$ cat config.mk
export PLATFORM = sky130hd
export DESIGN_NAME = block_rms_level_silence_stop
export DESIGN_NICKNAME = d
export VERILOG_FILES = /design/src/rtl/rmsl_pkg.sv /design/src/rtl/block_rms_level_silence_stop.sv /design/src/rtl/rmsl_sqacc.sv /design/src/rtl/rmsl_div.sv /design/src/rtl/rmsl_level.sv
export VERILOG_INCLUDE_DIRS = /design/src /design/src/rtl
export SDC_FILE = /design/constraint.sdc
export NUM_CORES = 2
export LEC_CHECK = 0
export BUFFER_PORTS_ARGS = -buffer_cell sky130_fd_sc_hd__buf_2
export CAP_MARGIN = 20
export CORE_MARGIN = 2
export CORE_UTILIZATION = 35
export CTS_CLUSTER_DIAMETER = 40
export DETAILED_ROUTE_END_ITERATION = 6
export HOLD_SLACK_MARGIN = 0.1
export PLACE_DENSITY = 0.63
export SETUP_SLACK_MARGIN = 0.15
export SLEW_MARGIN = 25
export SYNTH_ARGS = -nofsm -noshare
export SYNTH_HDL_FRONTEND = slang
export SYNTH_SLANG_ARGS = --single-unit
$ cat constraint.sdc
create_clock -name clk -period 6.21 [get_ports clk]
set_clock_uncertainty 0.2 [all_clocks]
set_input_delay 1.242 -clock clk [delete_from_list [all_inputs] [get_ports clk]]
set_output_delay 1.242 -clock clk [all_outputs]
set_load 0.1 [all_outputs]
$ cat src/rtl/block_rms_level_silence_stop_assert.svh
// Assertion macros shared by the RMS level meter RTL.
`ifndef BLOCK_RMS_LEVEL_SILENCE_STOP_ASSERT_SVH
`define BLOCK_RMS_LEVEL_SILENCE_STOP_ASSERT_SVH
`ifndef SYNTHESIS
// Same-cycle implication, sampled on clk, off during rst.
`define RMSL_ASSERT_IMPL(label, ante, cons) \
  label: assert property (@(posedge clk) disable iff (rst) (ante) |-> (cons)) \
    else $error("rmsl: assertion failed");
// Next-cycle implication, sampled on clk, off during rst.
`define RMSL_ASSERT_NEXT(label, ante, cons) \
  label: assert property (@(posedge clk) disable iff (rst) (ante) |=> (cons)) \
    else $error("rmsl: assertion failed");
`else
`define RMSL_ASSERT_IMPL(label, ante, cons)
`define RMSL_ASSERT_NEXT(label, ante, cons)
`endif
`endif

$ cat src/rtl/rmsl_pkg.sv
// Shared constants, codes and types of the RMS level meter.
package rmsl_pkg;

  // default parameter values
  localparam int BLOCK_MAX_DEF   = 4096;
  localparam int SAMPLE_RATE_DEF = 48000;

  // field widths
  localparam int SAMPLE_W = 16;
  localparam int VOL_W    = 7;
  localparam int MS_W     = 32;
  localparam int CAUSE_W  = 2;
  localparam int SSEC_W   = 12;
  localparam int SLVL_W   = 7;
  localparam int DUR_W    = 16;
  localparam int EXIST_W  = 32;
  localparam int TOT_W    = 40;
  localparam int ALL_W    = 41;
  localparam int SIL_W    = 32;

  // configuration port
  localparam int CFG_IDX_W  = 2;
  localparam int CFG_DATA_W = 32;
  localparam logic [CFG_IDX_W-1:0] REG_SILENCE_SEC = 2'd0;
  localparam logic [CFG_IDX_W-1:0] REG_SILENCE_LVL = 2'd1;
  localparam logic [CFG_IDX_W-1:0] REG_DURATION    = 2'd2;
  localparam logic [CFG_IDX_W-1:0] REG_EXISTING    = 2'd3;

  localparam logic [SLVL_W-1:0] SLVL_RESET = 7'd5;
  localparam logic [DUR_W-1:0]  DUR_RESET  = 16'd60;

  // stop causes
  localparam logic [CAUSE_W-1:0] CAUSE_NONE     = 2'd0;
  localparam logic [CAUSE_W-1:0] CAUSE_SILENCE  = 2'd1;
  localparam logic [CAUSE_W-1:0] CAUSE_DURATION = 2'd2;

  // result word layout
  localparam int OUT_W     = 48;
  localparam int VOL_LSB   = 0;
  localparam int MS_LSB    = VOL_LSB + VOL_W;
  localparam int STOP_BIT  = MS_LSB + MS_W;
  localparam int CAUSE_LSB = STOP_BIT + 1;
  localparam int USED_W    = CAUSE_LSB + CAUSE_W;

  // serial squarer
  localparam int SQ_STEPS  = SAMPLE_W;
  localparam int SQ_CNT_W  = 5;
  localparam int MCAND_W   = 2 * SAMPLE_W - 1;
  localparam int SQUARE_W  = 2 * SAMPLE_W - 2;

  // level: largest v with v^2 <= (90000 * mean) >> 30, clamped to 100
  localparam int MEAN_W     = 31;
  localparam int LEVEL_K_W  = 17;
  localparam logic [LEVEL_K_W-1:0] LEVEL_K = 17'd90000;
  localparam int PROD_SHIFT = 30;
  localparam logic [VOL_W-1:0] VOL_MAX = 7'd100;

  localparam int MS_PER_S  = 1000;
  localparam int DUR_MS_W  = DUR_W + 10;

  typedef struct packed {
    logic start;
    logic clear;
  } sq_ctl_t;

endpackage

$ cat src/rtl/block_rms_level_silence_stop.sv
// Top level of the block RMS level meter with silence and duration stop.
//
//   port group  | dir | word                                   | taken when
//   s_*         | in  | tdata: sample[15:0]; tlast: block end  | s_tvalid & s_tready
//   m_*         | out | volume, elapsed_ms, stop, stop_cause    | m_tvalid & m_tready
//   cfg_*       | in  | cfg_data to register cfg_index         | cfg_we
//
// A sample is taken in its accept cycle and then squared by the bit-serial squarer.
// A block end then runs the serial divider for the mean (DIV_W = max(30 + clog2(BLOCK_MAX+1), 41),
// 43 at the defaults), the root unit, and a second divider pass for the elapsed time.
// Reset is synchronous; there is no clearing pass.
// The result register frees the input side; a second block end waits only while the
// previous result is still held. After a stop, samples are taken and dropped.
module block_rms_level_silence_stop
  import rmsl_pkg::*;
#(
  parameter int BLOCK_MAX   = BLOCK_MAX_DEF,
  parameter int SAMPLE_RATE = SAMPLE_RATE_DEF
) (
  input  logic                  clk,
  input  logic                  rst,
  input  logic                  s_tvalid,
  output logic                  s_tready,
  input  logic [SAMPLE_W-1:0]   s_tdata,   // sample[15:0]
  input  logic                  s_tlast,   // last_in_block
  output logic                  m_tvalid,
  input  logic                  m_tready,
  // volume[6:0], elapsed_ms[38:7], stop[39], stop_cause[41:40], zero[47:42]
  output logic [OUT_W-1:0]      m_tdata,
  input  logic                  cfg_we,
  input  logic [CFG_IDX_W-1:0]  cfg_index,
  input  logic [CFG_DATA_W-1:0] cfg_data
);

`include "block_rms_level_silence_stop_assert.svh"

  localparam int CNT_W   = $clog2(BLOCK_MAX + 1);
  localparam int SUM_W   = SQUARE_W + CNT_W;
  localparam int PER_MS0 = SAMPLE_RATE / MS_PER_S;
  localparam int PER_MS  = (PER_MS0 == 0) ? 1 : PER_MS0;
  localparam int PMS_W   = $clog2(PER_MS + 1);
  localparam int DIV_W   = (SUM_W > ALL_W) ? SUM_W : ALL_W;
  localparam int DVS_W   = (CNT_W > PMS_W) ? CNT_W : PMS_W;
  localparam int THR_W   = SSEC_W + $clog2(SAMPLE_RATE + 1);
  localparam int CMP_W   = (THR_W > SIL_W) ? THR_W : SIL_W;

  localparam logic [3:0] S_IDLE    = 4'd0;
  localparam logic [3:0] S_SQ      = 4'd1;
  localparam logic [3:0] S_MEAN_GO = 4'd2;
  localparam logic [3:0] S_MEAN    = 4'd3;
  localparam logic [3:0] S_LVL_GO  = 4'd4;
  localparam logic [3:0] S_LVL     = 4'd5;
  localparam logic [3:0] S_SIL     = 4'd6;
  localparam logic [3:0] S_MS_GO   = 4'd7;
  localparam logic [3:0] S_MS      = 4'd8;
  localparam logic [3:0] S_LIM     = 4'd9;
  localparam logic [3:0] S_OUT     = 4'd10;

  // configuration
  logic [SSEC_W-1:0]  ssec;
  logic [SLVL_W-1:0]  slvl;
  logic [DUR_W-1:0]   dur;
  logic [EXIST_W-1:0] existing;
  logic [THR_W-1:0]   sil_thr;
  logic [DUR_MS_W-1:0] dur_ms;

  // control and running state
  logic [3:0]          st;
  logic [CNT_W-1:0]    bcnt;
  logic [CNT_W-1:0]    bcnt_next;
  logic [CNT_W-1:0]    n;
  logic                blk_end;
  logic [TOT_W-1:0]    total;
  logic [SIL_W-1:0]    sil;
  logic [SIL_W:0]      sil_sum;
  logic                stopped;
  logic [DIV_W-1:0]    all_r;
  logic [MS_W-1:0]     ms_r;
  logic [MS_W-1:0]     ms_sat;
  logic [CAUSE_W-1:0]  cause_r;
  logic                sil_hit;
  logic                dur_hit;
  logic                accept;

  // unit connections
  sq_ctl_t             sq_ctl;
  logic [SAMPLE_W-1:0] mag;
  logic                sq_busy;
  logic [SUM_W-1:0]    sum;
  logic                div_start;
  logic [DIV_W-1:0]    div_dvd;
  logic [DVS_W-1:0]    div_dvs;
  logic                div_busy;
  logic [DIV_W-1:0]    quot;
  logic                lvl_start;
  logic                lvl_busy;
  logic [VOL_W-1:0]    vol;

  assign s_tready  = (st == S_IDLE);
  assign accept    = s_tvalid && s_tready;
  assign mag       = s_tdata[SAMPLE_W-1] ? (~s_tdata + 1'b1) : s_tdata;
  assign bcnt_next = bcnt + 1'b1;

  assign sq_ctl.start = accept && !stopped;
  assign sq_ctl.clear = (st == S_MEAN_GO);
  assign div_start    = (st == S_MEAN_GO) || (st == S_MS_GO);
  assign div_dvd      = (st == S_MS_GO) ? all_r : DIV_W'(sum);
  assign div_dvs      = (st == S_MS_GO) ? DVS_W'(PER_MS) : DVS_W'(n);
  assign lvl_start    = (st == S_LVL_GO);

  assign sil_sum = (SIL_W+1)'(sil) + (SIL_W+1)'(n);
  assign ms_sat  = (|quot[DIV_W-1:MS_W]) ? '1 : quot[MS_W-1:0];
  assign sil_hit = (ssec != '0) && (CMP_W'(sil) > CMP_W'(sil_thr));
  assign dur_hit = (ms_sat >= MS_W'(dur_ms));

  rmsl_sqacc #(
    .SUM_W (SUM_W)
  ) u_sqacc (
    .clk  (clk),
    .rst  (rst),
    .ctl  (sq_ctl),
    .mag  (mag),
    .busy (sq_busy),
    .sum  (sum)
  );

  rmsl_div #(
    .DVD_W (DIV_W),
    .DVS_W (DVS_W)
  ) u_div (
    .clk      (clk),
    .rst      (rst),
    .start    (div_start),
    .dividend (div_dvd),
    .divisor  (div_dvs),
    .busy     (div_busy),
    .quotient (quot)
  );

  rmsl_level u_level (
    .clk    (clk),
    .rst    (rst),
    .start  (lvl_start),
    .mean   (quot[MEAN_W-1:0]),
    .busy   (lvl_busy),
    .volume (vol)
  );

  // configuration registers and the limits derived from them
  always_ff @(posedge clk) begin
    if (rst) begin
      ssec     <= '0;
      slvl     <= SLVL_RESET;
      dur      <= DUR_RESET;
      existing <= '0;
    end else if (cfg_we) begin
      unique case (cfg_index)
        REG_SILENCE_SEC: ssec     <= cfg_data[SSEC_W-1:0];
        REG_SILENCE_LVL: slvl     <= cfg_data[SLVL_W-1:0];
        REG_DURATION:    dur      <= cfg_data[DUR_W-1:0];
        REG_EXISTING:    existing <= cfg_data[EXIST_W-1:0];
        default: ;
      endcase
    end
  end

  always_ff @(posedge clk) begin
    sil_thr <= THR_W'(ssec) * THR_W'(SAMPLE_RATE);
    dur_ms  <= DUR_MS_W'(dur) * DUR_MS_W'(MS_PER_S);
  end

  // sequencer
  always_ff @(posedge clk) begin
    if (rst) begin
      st       <= S_IDLE;
      bcnt     <= '0;
      blk_end  <= 1'b0;
      total    <= '0;
      sil      <= '0;
      stopped  <= 1'b0;
      m_tvalid <= 1'b0;
    end else begin
      // free the result register; S_OUT reloads it on its own
      if (m_tvalid && m_tready && (st != S_OUT)) begin
        m_tvalid <= 1'b0;
      end
      unique case (st)
        S_IDLE: begin
          // after a stop, drop the word
          if (accept && !stopped) begin
            n <= bcnt_next;
            if (s_tlast || bcnt_next == CNT_W'(BLOCK_MAX)) begin
              blk_end <= 1'b1;
              bcnt    <= '0;
            end else begin
              blk_end <= 1'b0;
              bcnt    <= bcnt_next;
            end
            if (total != '1) begin
              total <= total + 1'b1;
            end
            st <= S_SQ;
          end
        end
        S_SQ: begin
          if (!sq_busy) begin
            st <= blk_end ? S_MEAN_GO : S_IDLE;
          end
        end
        S_MEAN_GO: st <= S_MEAN;
        S_MEAN: begin
          if (!div_busy) begin
            st <= S_LVL_GO;
          end
        end
        S_LVL_GO: st <= S_LVL;
        S_LVL: begin
          if (!lvl_busy) begin
            st <= S_SIL;
          end
        end
        S_SIL: begin
          if (vol < slvl) begin
            sil <= sil_sum[SIL_W] ? '1 : sil_sum[SIL_W-1:0];
          end else begin
            sil <= '0;
          end
          // round up: add per_ms - 1 before dividing
          all_r <= DIV_W'(total) + DIV_W'(existing) + DIV_W'(PER_MS - 1);
          st    <= S_MS_GO;
        end
        S_MS_GO: st <= S_MS;
        S_MS: begin
          if (!div_busy) begin
            st <= S_LIM;
          end
        end
        S_LIM: begin
          ms_r <= ms_sat;
          if (sil_hit) begin
            cause_r <= CAUSE_SILENCE;
          end else if (dur_hit) begin
            cause_r <= CAUSE_DURATION;
          end else begin
            cause_r <= CAUSE_NONE;
          end
          st <= S_OUT;
        end
        S_OUT: begin
          // hold until the result register is free
          if (!m_tvalid || m_tready) begin
            m_tvalid <= 1'b1;
            m_tdata  <= {{(OUT_W-USED_W){1'b0}}, cause_r, (cause_r != CAUSE_NONE),
                         ms_r, vol};
            if (cause_r != CAUSE_NONE) begin
              stopped <= 1'b1;
            end
            st <= S_IDLE;
          end
        end
        default: st <= S_IDLE;
      endcase
    end
  end

  `RMSL_ASSERT_IMPL(a_stop_with_result, $rose(stopped), m_tvalid && m_tdata[STOP_BIT])
  `RMSL_ASSERT_IMPL(a_no_square_after_stop, stopped, !sq_busy)
  `RMSL_ASSERT_IMPL(a_div_in_div_states, div_busy, (st == S_MEAN) || (st == S_MS))
  `RMSL_ASSERT_NEXT(a_result_loaded, (st == S_OUT) && (!m_tvalid || m_tready), m_tvalid && (st == S_IDLE))

endmodule

$ cat src/rtl/rmsl_sqacc.sv
// Bit-serial square-and-accumulate of sample magnitudes into the block sum.
module rmsl_sqacc
  import rmsl_pkg::*;
#(
  parameter int SUM_W = 43
) (
  input  logic                clk,
  input  logic                rst,
  input  sq_ctl_t             ctl,
  input  logic [SAMPLE_W-1:0] mag,
  output logic                busy,
  output logic [SUM_W-1:0]    sum
);

  logic [MCAND_W-1:0]  mcand;
  logic [SAMPLE_W-1:0] mplier;
  logic [SQ_CNT_W-1:0] cnt;

  assign busy = (cnt != '0);

  always_ff @(posedge clk) begin
    if (rst) begin
      cnt <= '0;
      sum <= '0;
    end else if (ctl.start) begin
      mcand  <= MCAND_W'(mag);
      mplier <= mag;
      cnt    <= SQ_CNT_W'(SQ_STEPS);
    end else if (ctl.clear) begin
      sum <= '0;
    end else if (busy) begin
      // add the shifted multiplicand where the multiplier bit is set
      if (mplier[0]) begin
        sum <= sum + SUM_W'(mcand);
      end
      mcand  <= {mcand[MCAND_W-2:0], 1'b0};
      mplier <= {1'b0, mplier[SAMPLE_W-1:1]};
      cnt    <= cnt - 1'b1;
    end
  end

endmodule

$ cat src/rtl/rmsl_div.sv
// Restoring divider, one quotient bit per cycle, shared by mean and elapsed time.
module rmsl_div
  import rmsl_pkg::*;
#(
  parameter int DVD_W = 43,
  parameter int DVS_W = 13
) (
  input  logic             clk,
  input  logic             rst,
  input  logic             start,
  input  logic [DVD_W-1:0] dividend,
  input  logic [DVS_W-1:0] divisor,
  output logic             busy,
  output logic [DVD_W-1:0] quotient
);

  localparam int CNT_W = $clog2(DVD_W + 1);

  logic [DVS_W-1:0] dvs;
  logic [DVS_W-1:0] rem;
  logic [CNT_W-1:0] cnt;
  logic [DVS_W:0]   trial;
  logic [DVS_W:0]   diff;
  logic             fits;

  assign busy  = (cnt != '0);
  assign trial = {rem, quotient[DVD_W-1]};
  assign fits  = (trial >= {1'b0, dvs});
  assign diff  = trial - {1'b0, dvs};

  always_ff @(posedge clk) begin
    if (rst) begin
      cnt <= '0;
    end else if (start) begin
      quotient <= dividend;
      dvs      <= divisor;
      rem      <= '0;
      cnt      <= CNT_W'(DVD_W);
    end else if (busy) begin
      // shift the dividend out the top, the quotient bit in at the bottom
      rem      <= fits ? diff[DVS_W-1:0] : trial[DVS_W-1:0];
      quotient <= {quotient[DVD_W-2:0], fits};
      cnt      <= cnt - 1'b1;
    end
  end

endmodule

$ cat src/rtl/rmsl_level.sv
// Block volume: scale the mean square, then a bit-by-bit integer square root.
module rmsl_level
  import rmsl_pkg::*;
(
  input  logic              clk,
  input  logic              rst,
  input  logic              start,
  input  logic [MEAN_W-1:0] mean,
  output logic              busy,
  output logic [VOL_W-1:0]  volume
);

  localparam int PROD_W = MEAN_W + LEVEL_K_W;
  localparam int T_W    = PROD_W - PROD_SHIFT;

  logic [PROD_W-1:0] prod;
  logic [VOL_W-1:0]  mask;
  logic [VOL_W-1:0]  root;
  logic [VOL_W-1:0]  cand;
  logic [T_W-1:0]    target;
  logic [T_W-1:0]    cand_sq;

  assign busy    = (mask != '0);
  assign target  = prod[PROD_W-1:PROD_SHIFT];
  assign cand    = root | mask;
  assign cand_sq = T_W'(cand) * T_W'(cand);
  assign volume  = (root > VOL_MAX) ? VOL_MAX : root;

  always_ff @(posedge clk) begin
    if (rst) begin
      mask <= '0;
    end else if (start) begin
      prod <= PROD_W'(mean) * PROD_W'(LEVEL_K);
      root <= '0;
      mask <= {1'b1, {(VOL_W-1){1'b0}}};
    end else if (busy) begin
      // keep the trial bit while its square still fits
      if (cand_sq <= target) begin
        root <= cand;
      end
      mask <= {1'b0, mask[VOL_W-1:1]};
    end
  end

endmodule
==> summary.md <==
| Metric | Value |
|---|---|
| Status | finished, final reports clean |
| Prevailing post-synth register cell | edfxtp_1 |
| Post-Place Worst Slack | -0.107 ns |
| Initial antenna violation count | 9 |
| Worst path max stage delay | 0.52 ns |
| Synth warn | 0 |
| DRC violations left | 0 |
| Die X | 345 um |
| Worst hold slack | between 0.2 and 0.25 ns |
| Initial DRT Pass Iterations | 7 |
| Slew HR | 0.333 |
| Syn Area/Cell | 9.84 um^2 |
| Largest delay share family, worst path | adder cells |
| Die Ht | about 340 um |
| Hold Startpoint | ms_r[27] |
| Startpoint Class | flop |
| Post-synth top area cell | edfxtp_1 |
| Fin crit share | 0.950 |
| Synth Instances | between 4000 and 5000 |
| # hold bufs at CTS | 0 |
| IO Pins | 106 |
| Critical path peak fanout | 7 |
| Clk pin slew, worst setup/hold paths | 0.06 ns |
| Hold Vio Cnt, Final | 0 |
| Highest Clock Rate | approximately 0.17 GHz |
| Cell mode on critical path | inv_2 |
| CP Data Required Time | 6.34 ns |
| WP buf/inv | 5 |
| Register area share after synthesis | 0.330 |
| Max Cap Violations | 0 |
| Root buffer cell | clkbuf_16 |
| Area of the multi-input gates | 0.0246 mm^2 |
| TritonCTS clock tree | done |
| FF-to-FF End | u_level.root[0] |
| Post-detailed-routing wire length | 98600 um |
| Reg2reg start | u_level.root[0] |
| ANT nets after route | 0 |
| WS Path Type | flop to flop |
| Post-synthesis async set-or-reset flop share | 0 |
| Buffers on Ports | around 100 |
| Synth Cell Area | 0.0406 mm^2 |
| Fillers | 11300 |
| Detail Placement HPWL | 77900 um |
| Worst hold path class | flop to flop |
| Worst Path Arrival | 6.04 ns |
| Pin count of the biggest net entering global routing | 108 |
| Crit end category | flop |
| Layout Nets | 5173 |
| Clk sinks | around 540 |
| Area of the core region | 0.116 mm^2 |
| Post-layout min period | 5.90 ns |
| Top-area cell type share of the netlist area | 0.200 |
| Worst Setup SP | u_level.root[0] |
| Vias per cell | 4.95 |
| Vias in the first global route | between 20000 and 30000 |
| Initial core utilization | 0.351 |
| Final WS setup | just over 0.3 ns |
| Top cells by area, synth | edfxtp_1 (20%), fa_1 (16%), ha_1 (15%), dfxtp_1 (13%), inv_1 (5.9%) |
| R2r setup slk | around 0.31 ns |
| Cts bufs inserted | 84 |
| Post-synth EDFFs | 271 |
| Worst slew pin tran | 1.00 ns |
| Hold worst-path end | m_tdata[34] |
| #FFs+latches synth | between 500 and 600 |
| Hold Path Cell Cnt | 0 |
| CTS Buffer Depth | 3 |
| Slowest CP cell | fa_1 |
| Post-layout util | 0.402 |
| GRT overflow | 0 |
| First-pass GRT wire length | 158000 um |
| GRT Util Overall | 0.168 |
| Fin. max-slew vios | 0 |
| GP Congestion | 0.909 |
| Setup-failing EPs final | 0 |
| Netlist cell types | around 100 |
| Starting DRT DRC Count | 1981 |
| Area grow syn2layout | 14.6% |
| Clk_lat worst skew | 0.64 ns |
| RSZ-0062 raised after global routing | yes |
| Area of all sequential standard cells | 0.0134 mm^2 |
| CTS H-tree depth | 3 |
| Rows | 125 |
| Routed len/inst | 16.7 um |
| Worst-case reg-to-reg path depth | 25 |
| Layout cell share with drive strength beyond 1 | 0.106 |
| Die area | 0.119 mm^2 |
| Total vias in the final route | just under 30000 |
Yosys cell counts (all sizes together) (6+ instances only):
cell / instances
a2111oi: 6
a211oi: 16
a21boi: 12
a21o: 61
a21oi: 243
a22o: 16
a22oi: 57
a311oi: 6
a31oi: 27
a32o: 6
a41oi: 6
and2: 33
and3: 38
and4: 10
buf: 21
clkbuf: 84
dfxtp: 264
edfxtp: 271
fa: 315
ha: 490
inv: 641
mux2i: 13
nand2: 350
nand2b: 28
nand3: 91
nand4: 45
nor2: 266
nor2b: 40
nor3: 53
nor4: 20
o211ai: 20
o21a: 48
o21ai: 154
o21bai: 15
o31a: 6
o31ai: 13
or2: 46
or3: 20
or4: 10
xnor2: 119
xor2: 87
cell usage in the layout, fill, tap and decap left out, types with 114 or more instances in the layout:
cell type and count:
ha_1 488, o21ai_0 114, fa_1 315, edfxtp_1 271, inv_1 636, nand2_1 349, nor2_1 254, dfxtp_1 264
a21oi_1 238, xnor2_1 119
worst reg2reg max path: cells and delay by family, from the launching register on:
family / cells / cell delay (ns)
AOI/OAI and AO/OA: 8 / 1.34
xor gates and xnor gates: 1 / 0.09
adders and majority gates: 6 / 2.42
buffers and inverters: 5 / 0.37
DFF: 1 / 0.38
and+or+nand+nor: 5 / 0.82
stage by stage:
stage | cell area [um^2] | instances | setup TNS, ns
final | 46600 | 5908 | 0
after global routing | 46600 | 5907 | 0
after CTS | 46400 | 5903 | 0
after detailed placement | 43400 | 5743 | -0.229
after global placement | 43400 | 5743 | 0
after floorplan | 40700 | 4136 | 0
cell families after synthesis:
| group | share of synthesized area |
|---|---|
| AO/OA/AOI/OAI | 0.120 |
| adder cells (fa/ha/maj) | 0.306 |
| flip-flops | 0.330 |
| multiplexers | 0.00320 |
| other | 0.0000923 |
| buffers and inverters | 0.0703 |
| XOR/XNOR | 0.0444 |
| AND/OR/NAND/NOR | 0.125 |
timing repair:
action,in CTS,in global routing
setup endpoints to repair,13,20
pin swaps,3,21
buffers inserted,3,4
cloned,0,0
gates resized for setup,9,28
flip-flops by register name (all words and copies together) (netlist names), 21 cells and up:
| name | flops |
|---|---|
| u_sqacc.sum | 43 |
| total | 40 |
| sil_thr | 21 |
| u_div.quotient | 43 |
| sil | 32 |
| m_tdata | 42 |
| dur_ms | 23 |
| all_r | 41 |
| ms_r | 32 |
| u_sqacc.mcand | 31 |
| existing | 32 |
area by class of cell:
type	instances	area share
clock buffers	97	0.0482
flip-flops and latches	535	0.288
clock inverters	60	0.0150
inverters	641	0.0517
well taps	1524	0.0410
multi-input cells	2854	0.529
repair buffers	196	0.0271
diodes	1	0.0000537
metal layers:
| metal | part of all wire | up-vias | GRT usage |
|---|---|---|---|
| met2 | 0.45 | 563 | 0.263 |
| met4 | 0.030 | 18 | 0.0541 |
| met3 | 0.051 | 172 | 0.0262 |
| met1 | 0.47 | 14100 | 0.236 |
| met5 | 0.0011 | - | 0 |
| li1 | - | 14400 | - |
worst max-delay path by stage:
stage	endpoint	slack, ns	cells past startpoint
after global routing	u_level.root[0]	0.09	25
after floorplan	u_level.root[0]	0.17	24
after CTS	u_level.root[6]	0.15	25
after detailed placement	u_level.prod[47]	-0.11	17
final	u_level.root[0]	0.31	25
after global placement	u_level.prod[47]	0.009	17
Power is not shown: default switching activity piles up to over one toggle a cycle in this logic, so the estimate is an artifact.
